File: config.mk
export PLATFORM = sky130hd
export DESIGN_NAME = led_pixel_pwm_encoder
export DESIGN_NICKNAME = d
export VERILOG_FILES = /design/src/rtl/lpe_pkg.sv /design/src/rtl/led_pixel_pwm_encoder.sv
export VERILOG_INCLUDE_DIRS = /design/src /design/src/rtl
export SDC_FILE = /design/constraint.sdc
export NUM_CORES = 1
export LEC_CHECK = 0
export BUFFER_PORTS_ARGS = -buffer_cell sky130_fd_sc_hd__buf_2
export CAP_MARGIN = 20
export CORE_MARGIN = 2
export CORE_UTILIZATION = 57
export CTS_CLUSTER_SIZE = 40
export DETAILED_ROUTE_END_ITERATION = 8
export PLACE_DENSITY = 0.78
export SYNTH_ARGS = -nofsm -noshare
export SYNTH_HDL_FRONTEND = slang
export SYNTH_SLANG_ARGS = --single-unit
File: constraint.sdc
create_clock -name clk -period 4.9 [get_ports clk]
set_input_delay 1.47 -clock clk [delete_from_list [all_inputs] [get_ports clk]]
set_output_delay 1.47 -clock clk [all_outputs]
set_load 0.005 [all_outputs]
File: src/rtl/assert_macros.svh
// Assertion macros shared by the RTL of the LED pixel PWM encoder.
// Needs a clock named clk and an active-low reset named rst_n in scope.
`ifndef ASSERT_MACROS_SVH
`define ASSERT_MACROS_SVH

// Clocked concurrent check, disabled while reset is asserted.
`define ASSERT_CLK(label, prop, msg) \
    label: assert property (@(posedge clk) disable iff (!rst_n) prop) else $error(msg);

// Clocked implication check: when cond holds, prop must hold next cycle.
`define ASSERT_NEXT(label, cond, prop, msg) \
    label: assert property (@(posedge clk) disable iff (!rst_n) (cond) |=> (prop)) \
        else $error(msg);

`endif

File: src/rtl/lpe_pkg.sv
// Package for the LED pixel PWM encoder: state type, register indexes,
// constants and the brightness factor table. No dependencies.
package lpe_pkg;

    localparam int BITS_PER_PIXEL = 24;
    localparam int RESET_SLOTS_DEF = 50;
    localparam int CHAN_W = 8;
    localparam int CHANNELS = 3;
    localparam int FACTOR_W = 17;
    localparam int FRAC_W = 16;
    localparam int PROD_W = CHAN_W + FACTOR_W;

    localparam logic [5:0] MAX_ANGLE = 6'd45;
    localparam logic [FACTOR_W-1:0] FACTOR_ONE = 17'd65536;

    // Configuration register indexes
    localparam logic [1:0] CFG_EFFECT_ENABLE = 2'd0;
    localparam logic [1:0] CFG_BRIGHTNESS = 2'd1;
    localparam logic [1:0] CFG_ONE_DUTY = 2'd2;
    localparam logic [1:0] CFG_ZERO_DUTY = 2'd3;

    // Register reset values
    localparam logic [7:0] ONE_DUTY_RST = 8'd60;
    localparam logic [7:0] ZERO_DUTY_RST = 8'd30;

    typedef enum logic [1:0] {
        ST_IDLE,
        ST_SCALE,
        ST_SEND,
        ST_FLUSH
    } state_t;

    // round(65536 * tan(angle degrees)), 0..45
    function automatic logic [FACTOR_W-1:0] tan_q16(input logic [5:0] angle);
        logic [FACTOR_W-1:0] f;
        unique case (angle)
            6'd0:  f = 17'd0;
            6'd1:  f = 17'd1144;
            6'd2:  f = 17'd2289;
            6'd3:  f = 17'd3435;
            6'd4:  f = 17'd4583;
            6'd5:  f = 17'd5734;
            6'd6:  f = 17'd6888;
            6'd7:  f = 17'd8047;
            6'd8:  f = 17'd9210;
            6'd9:  f = 17'd10380;
            6'd10: f = 17'd11556;
            6'd11: f = 17'd12739;
            6'd12: f = 17'd13930;
            6'd13: f = 17'd15130;
            6'd14: f = 17'd16340;
            6'd15: f = 17'd17560;
            6'd16: f = 17'd18792;
            6'd17: f = 17'd20036;
            6'd18: f = 17'd21294;
            6'd19: f = 17'd22566;
            6'd20: f = 17'd23853;
            6'd21: f = 17'd25157;
            6'd22: f = 17'd26478;
            6'd23: f = 17'd27818;
            6'd24: f = 17'd29179;
            6'd25: f = 17'd30560;
            6'd26: f = 17'd31964;
            6'd27: f = 17'd33392;
            6'd28: f = 17'd34846;
            6'd29: f = 17'd36327;
            6'd30: f = 17'd37837;
            6'd31: f = 17'd39378;
            6'd32: f = 17'd40951;
            6'd33: f = 17'd42560;
            6'd34: f = 17'd44205;
            6'd35: f = 17'd45889;
            6'd36: f = 17'd47615;
            6'd37: f = 17'd49385;
            6'd38: f = 17'd51202;
            6'd39: f = 17'd53070;
            6'd40: f = 17'd54991;
            6'd41: f = 17'd56970;
            6'd42: f = 17'd59009;
            6'd43: f = 17'd61113;
            6'd44: f = 17'd63287;
            default: f = FACTOR_ONE;
        endcase
        return f;
    endfunction

endpackage

File: src/rtl/led_pixel_pwm_encoder.sv
// Top level of the LED pixel PWM encoder: brightness scaling, bit-serial
// PWM slot emission and end-of-frame reset slots. Uses lpe_pkg, assert_macros.svh.
//
//  Channel   | Dir | Signals                               | Content
//  ----------+-----+---------------------------------------+------------------------------
//  s_axis    | in  | tvalid tready tdata[23:0] tuser[0]    | pixel colours / end of frame
//  m_axis    | out | tvalid tready tdata[7:0] tlast        | one PWM compare value per slot
//  cfg       | in  | cfg_valid cfg_ready cfg_addr cfg_data | register writes, always ready
//
// A pixel is accepted when idle, scaled in the shared 8x17 multiplier (one
// colour channel per cycle), then sent as 24 slots shifted out of the colour
// register one bit per cycle while m_axis is not stalled. An end of frame sends
// RESET_SLOTS zero-duty slots. Reset is asynchronous; it clears the sequencer,
// the output valid and loads the register defaults. A stalled m_axis holds the slot
// in the output register and freezes the shift register; input is taken only when idle.

`include "assert_macros.svh"

module led_pixel_pwm_encoder #(
    parameter int RESET_SLOTS = lpe_pkg::RESET_SLOTS_DEF
) (
    input  logic        clk,
    input  logic        rst_n,

    input  logic        s_axis_tvalid,
    output logic        s_axis_tready,
    input  logic [23:0] s_axis_tdata,   // red[7:0], green[15:8], blue[23:16]
    input  logic        s_axis_tuser,   // action[0]: 1 = end of frame

    output logic        m_axis_tvalid,
    input  logic        m_axis_tready,
    output logic [7:0]  m_axis_tdata,   // duty[7:0]
    output logic        m_axis_tlast,   // last slot of the transaction's item

    input  logic        cfg_valid,
    output logic        cfg_ready,
    input  logic [1:0]  cfg_addr,
    input  logic [7:0]  cfg_data
);

    localparam int MAX_SLOTS = (RESET_SLOTS > lpe_pkg::BITS_PER_PIXEL) ?
                               RESET_SLOTS : lpe_pkg::BITS_PER_PIXEL;
    localparam int CNT_W = $clog2(MAX_SLOTS);
    localparam int CW = lpe_pkg::CHAN_W;
    localparam int WORD_W = lpe_pkg::BITS_PER_PIXEL;

    // configuration registers
    logic                         effect_en_reg;
    logic [5:0]                   brightness_reg;
    logic [7:0]                   one_duty_reg;
    logic [7:0]                   zero_duty_reg;

    // sequencer and datapath
    lpe_pkg::state_t              state_reg, state_next;
    logic [CNT_W-1:0]             cnt_reg, cnt_next;
    logic [WORD_W-1:0]            sh_reg, sh_next;
    logic [lpe_pkg::FACTOR_W-1:0] factor_reg, factor_next;
    logic                         out_valid_reg, out_valid_next;
    logic [7:0]                   out_duty_reg, out_duty_next;
    logic                         out_last_reg, out_last_next;

    logic                         in_acc;
    logic                         out_free;
    logic [lpe_pkg::PROD_W-1:0]   prod;
    logic [CW-1:0]                scaled;

    assign cfg_ready     = 1'b1;
    assign s_axis_tready = (state_reg == lpe_pkg::ST_IDLE);
    assign in_acc        = s_axis_tvalid && s_axis_tready;
    assign out_free      = !out_valid_reg || m_axis_tready;

    assign m_axis_tvalid = out_valid_reg;
    assign m_axis_tdata  = out_duty_reg;
    assign m_axis_tlast  = out_last_reg;

    // one channel per cycle; factor <= 1.0 so the integer part fits 8 bits
    assign prod   = lpe_pkg::PROD_W'(sh_reg[WORD_W-1 -: CW]) *
                    lpe_pkg::PROD_W'(factor_reg);
    assign scaled = prod[lpe_pkg::FRAC_W +: CW];

    // configuration writes
    always_ff @(posedge clk or negedge rst_n)
    begin
        if (!rst_n)
        begin
            effect_en_reg  <= 1'b1;
            brightness_reg <= '0;
            one_duty_reg   <= lpe_pkg::ONE_DUTY_RST;
            zero_duty_reg  <= lpe_pkg::ZERO_DUTY_RST;
        end
        else if (cfg_valid && cfg_ready)
        begin
            unique case (cfg_addr)
                lpe_pkg::CFG_EFFECT_ENABLE: effect_en_reg <= cfg_data[0];
                lpe_pkg::CFG_BRIGHTNESS:
                    brightness_reg <= (cfg_data[5:0] > lpe_pkg::MAX_ANGLE) ?
                                      lpe_pkg::MAX_ANGLE : cfg_data[5:0];
                lpe_pkg::CFG_ONE_DUTY:  one_duty_reg  <= cfg_data;
                lpe_pkg::CFG_ZERO_DUTY: zero_duty_reg <= cfg_data;
                default: ;
            endcase
        end
    end

    // control state
    always_ff @(posedge clk or negedge rst_n)
    begin
        if (!rst_n)
        begin
            state_reg     <= lpe_pkg::ST_IDLE;
            cnt_reg       <= '0;
            out_valid_reg <= 1'b0;
        end
        else
        begin
            state_reg     <= state_next;
            cnt_reg       <= cnt_next;
            out_valid_reg <= out_valid_next;
        end
    end

    // payload
    always_ff @(posedge clk)
    begin
        sh_reg       <= sh_next;
        factor_reg   <= factor_next;
        out_duty_reg <= out_duty_next;
        out_last_reg <= out_last_next;
    end

    always_comb
    begin
        state_next     = state_reg;
        cnt_next       = cnt_reg;
        sh_next        = sh_reg;
        factor_next    = factor_reg;
        out_valid_next = out_valid_reg && !m_axis_tready;
        out_duty_next  = out_duty_reg;
        out_last_next  = out_last_reg;

        unique case (state_reg)
            lpe_pkg::ST_IDLE:
            begin
                if (in_acc)
                begin
                    if (s_axis_tuser)
                    begin
                        cnt_next   = CNT_W'(RESET_SLOTS - 1);
                        state_next = lpe_pkg::ST_FLUSH;
                    end
                    else
                    begin
                        // green in the top byte so it leaves first
                        sh_next     = {s_axis_tdata[15:8], s_axis_tdata[7:0],
                                       s_axis_tdata[23:16]};
                        factor_next = effect_en_reg ? lpe_pkg::tan_q16(brightness_reg)
                                                    : lpe_pkg::FACTOR_ONE;
                        cnt_next    = CNT_W'(lpe_pkg::CHANNELS - 1);
                        state_next  = lpe_pkg::ST_SCALE;
                    end
                end
            end

            lpe_pkg::ST_SCALE:
            begin
                // rotate by one channel, replacing it with its scaled value
                sh_next = {sh_reg[WORD_W-CW-1:0], scaled};
                if (cnt_reg == '0)
                begin
                    cnt_next   = CNT_W'(WORD_W - 1);
                    state_next = lpe_pkg::ST_SEND;
                end
                else
                begin
                    cnt_next = cnt_reg - 1'b1;
                end
            end

            lpe_pkg::ST_SEND:
            begin
                if (out_free)
                begin
                    out_valid_next = 1'b1;
                    out_duty_next  = sh_reg[WORD_W-1] ? one_duty_reg : zero_duty_reg;
                    out_last_next  = (cnt_reg == '0);
                    sh_next        = {sh_reg[WORD_W-2:0], 1'b0};
                    if (cnt_reg == '0)
                        state_next = lpe_pkg::ST_IDLE;
                    else
                        cnt_next = cnt_reg - 1'b1;
                end
            end

            lpe_pkg::ST_FLUSH:
            begin
                if (out_free)
                begin
                    out_valid_next = 1'b1;
                    out_duty_next  = '0;
                    out_last_next  = (cnt_reg == '0);
                    if (cnt_reg == '0)
                        state_next = lpe_pkg::ST_IDLE;
                    else
                        cnt_next = cnt_reg - 1'b1;
                end
            end

            default: state_next = lpe_pkg::ST_IDLE;
        endcase
    end

    `ASSERT_CLK(a_bright_range, (brightness_reg <= lpe_pkg::MAX_ANGLE), "brightness above 45")
    `ASSERT_NEXT(a_pixel_scales, (in_acc && !s_axis_tuser),
        (state_reg == lpe_pkg::ST_SCALE), "pixel did not enter scaling")
    `ASSERT_NEXT(a_last_to_idle,
        ((state_reg == lpe_pkg::ST_SEND || state_reg == lpe_pkg::ST_FLUSH) &&
         out_free && cnt_reg == '0),
        (state_reg == lpe_pkg::ST_IDLE && out_valid_reg && out_last_reg),
        "final slot not flagged or sequencer not idle")
    `ASSERT_CLK(a_factor_range,
        (state_reg != lpe_pkg::ST_SCALE || factor_reg <= lpe_pkg::FACTOR_ONE),
        "scale factor above one")

endmodule

==> impl_metrics.yaml <==
run_status:
  outcome: "complete, no violations"
yosys:
  syn_inst: 955
  syn-num-nets: 1139
  netlist_area_um2: 8879
  synth.distinct_cells: 69
  async_flop_share_pct: 39.02
  yosysSeqAreaShare_pct: 26.06
  synth_ff_type: "edfxtp_1"
  yosys_warnings: 0
  synth-seq-cells: 82
  synth_enable_flop_cells: 50
  avgSynthCellArea_um2: 9.297
critical_path:
  worst_path_largest_cell_delay_ps: 540
  crit_chain: "buf_4 -> buf_4 -> and2_1 -> fa_1 -> inv_1 -> fa_1 -> inv_1 -> fa_1 -> inv_1 -> fa_1 -> inv_1 -> ha_1 -> a21o_2 -> a311oi_1 -> nor2_1 -> a211oi_2 -> xnor2_1 -> o221ai_2"
  crit_arrival_ps: 4860
  path_class: "flop to flop"
  critPathBufInv: 6
  required_ps: 4970
  cp_max_fo: 11
  cp_slowest_cell: "edfxtp_1"
  r2r_cells: 18
  path_delay_family: "adder cells"
  timing.rr.end: "sh_reg[7]"
  r2r_start: "sh_reg[21]"
  end_kind: "flop"
  r2r_setup_slack_ps: 110
  cp-start-kind: "flop"
global_route:
  grt_antenna_before_repair: 0
  grt_pass1_vias: 6839
  track_usage_pct: 24.46
  grt_first_pass_wirelength_um: 32760
  grt_max_degree: 52
  gr-total-overflow: 0
clock_network:
  clk_pin_slew_ps: 60
  cts_buffer_depth: 2
  cts_buffers: 9
  cts_max_level: 3
  clock_sinks: 82
  clk_latency_ps: 340
  clock-root-buffer: "clkbuf_16"
  cts_tree: "done"
route:
  firstDrtPassIters: 6
  drt_wl_total_um: 19550
  vias: 6985
  drt-vias-per-instance: 5.845
  post_drt_wl_per_cell_um: 16.36
  drtIter0Drc: 629
  ant_nets: 0
  drc: 0
finish:
  n_antenna_cell: 0
  area_growth_pct: 9.484
  final_common_cell: "inv_1"
  regArea_um2: 2313
  multi_input_area_um2: 5914
  final_util_pct: 63.94
  final_cell_mix: "116 x inv_1, 109 x and2_1, 88 x fa_1"
  layout-drive-gt1-share_pct: 15.00
  nets: 1186
  fillers: 1259
  largest_register_ffs: 24
  final_cell_area_um2: 9721
min_path:
  hold_end: "zero_duty_reg[1]"
  hp-class: "flop to flop"
  hold_depth: 2
  hold_path.startpoint: "zero_duty_reg[1]"
timing:
  finalSetupViolations: 0
  setup_ws_ps: 114.2
  period_share_pct: 97.67
  fin_hold_ws_ps: 480.9
  max_slew.worst_pin.slew_ps: 1002
  slew-limit-headroom_pct: 33.21
  finalHoldViolations: 0
  drv_slew: 0
  clock.fmax_ghz: 0.2090
  fin_crit_ps: 4786
  fin_worst_skew_ps: 6.013
  rsz0062_at_grt: "yes"
die:
  dieWidth_um: 128.8
  start_util_pct: 58.40
  rows: 45
  core_um2: 15200
  die_h_um: 128.8
  io_pins: 52
  dieArea_um2: 16590
placed_design:
  hpwlAfterDp_um: 14550
  port_buffers: 50
  gp_congestion: 0.8954
  dp_slack_ps: -66.08
  place_area_um2: 9278
flow_run:
  maxCapViolCount: 0
-- layout make-up --
type	instances	share of cell area (%)
inverter	118	4.557
timing repair buffer	86	5.329
multi-input combinational	705	60.84
sequential	82	23.80
clock inverter	6	0.4763
clock buffer	10	2.574
tap	188	2.420
-- stage by stage --
| stage | std cells | setup TNS (ps) |
|---|---|---|
| 2_1_floorplan | 955 | 0 |
| 3_3_place_gp | 1161 | 0 |
| 3_5_place_dp | 1161 | -87.16 |
| 4_1_cts | 1180 | 0 |
| 5_1_grt | 1195 | -21.60 |
| 6_report | 1195 | 0 |
-- per-layer routing --
layer  track usage [%]  up-vias  part of all wire, %  wire, um
li1                  -     3312                    -         -
met1             34.33     3430                   45      8803
met2             40.80      223                   49      9553
met3             2.952       20                  5.0       977
met4             6.138        0                  1.1       215
met5                 0        -                    0         0
-- worst max-delay path by stage --
stage,slack (ps),endpoint,startpoint,cells past startpoint
after CTS,20,sh_reg[2],sh_reg[21],15
after floorplan,110,sh_reg[3],sh_reg[23],17
after global placement,90,sh_reg[3],sh_reg[19],15
after detailed placement,-70,sh_reg[2],sh_reg[19],15
after global routing,-10,sh_reg[7],factor_reg[10],15
final,110,sh_reg[7],sh_reg[21],18
-- synth_stat cells (all sizes together), types with 23 or more instances --
cell type,n,area [um^2]
and2,115,726.9
inv,118,442.9
clkbuf,34,147.7
ha,56,700.7
o21ai,48,244.0
edfxtp,50,1501
dfrtp,23,575.6
nand2,80,302.8
a21oi,62,317.8
nor2,60,225.2
fa,88,1762
-- kinds of logic (layout without fill, tap and decap cells) --
kind of cell	Yosys count	count (layout)	synth area share [%]
DFF	82	82	26.06
muxes	31	31	3.706
buffers and inverters	168	220	7.681
other	1	1	0.04224
xor gates and xnor gates	13	13	1.282
AOI/OAI and AO/OA	209	209	15.57
adders and majority gates	144	144	27.73
and+or+nand+nor	307	307	17.93
-- tightest hold or removal path, cell delays in order, from the launching register on --
cell and delay [ps]:
dfstp_2 370, nand2_1 40, o21ai_0 70
-- timing repair --
action / in CTS / in global routing
hold buffers: 0 / 0
endpoints found under the setup margin: 3 / 6
setup buffers: 3 / 15
gates resized for setup: 0 / 3
pin swaps: 0 / 5
Power is not shown: default switching activity piles up to over one toggle a cycle in this logic, so the estimate is an artifact.
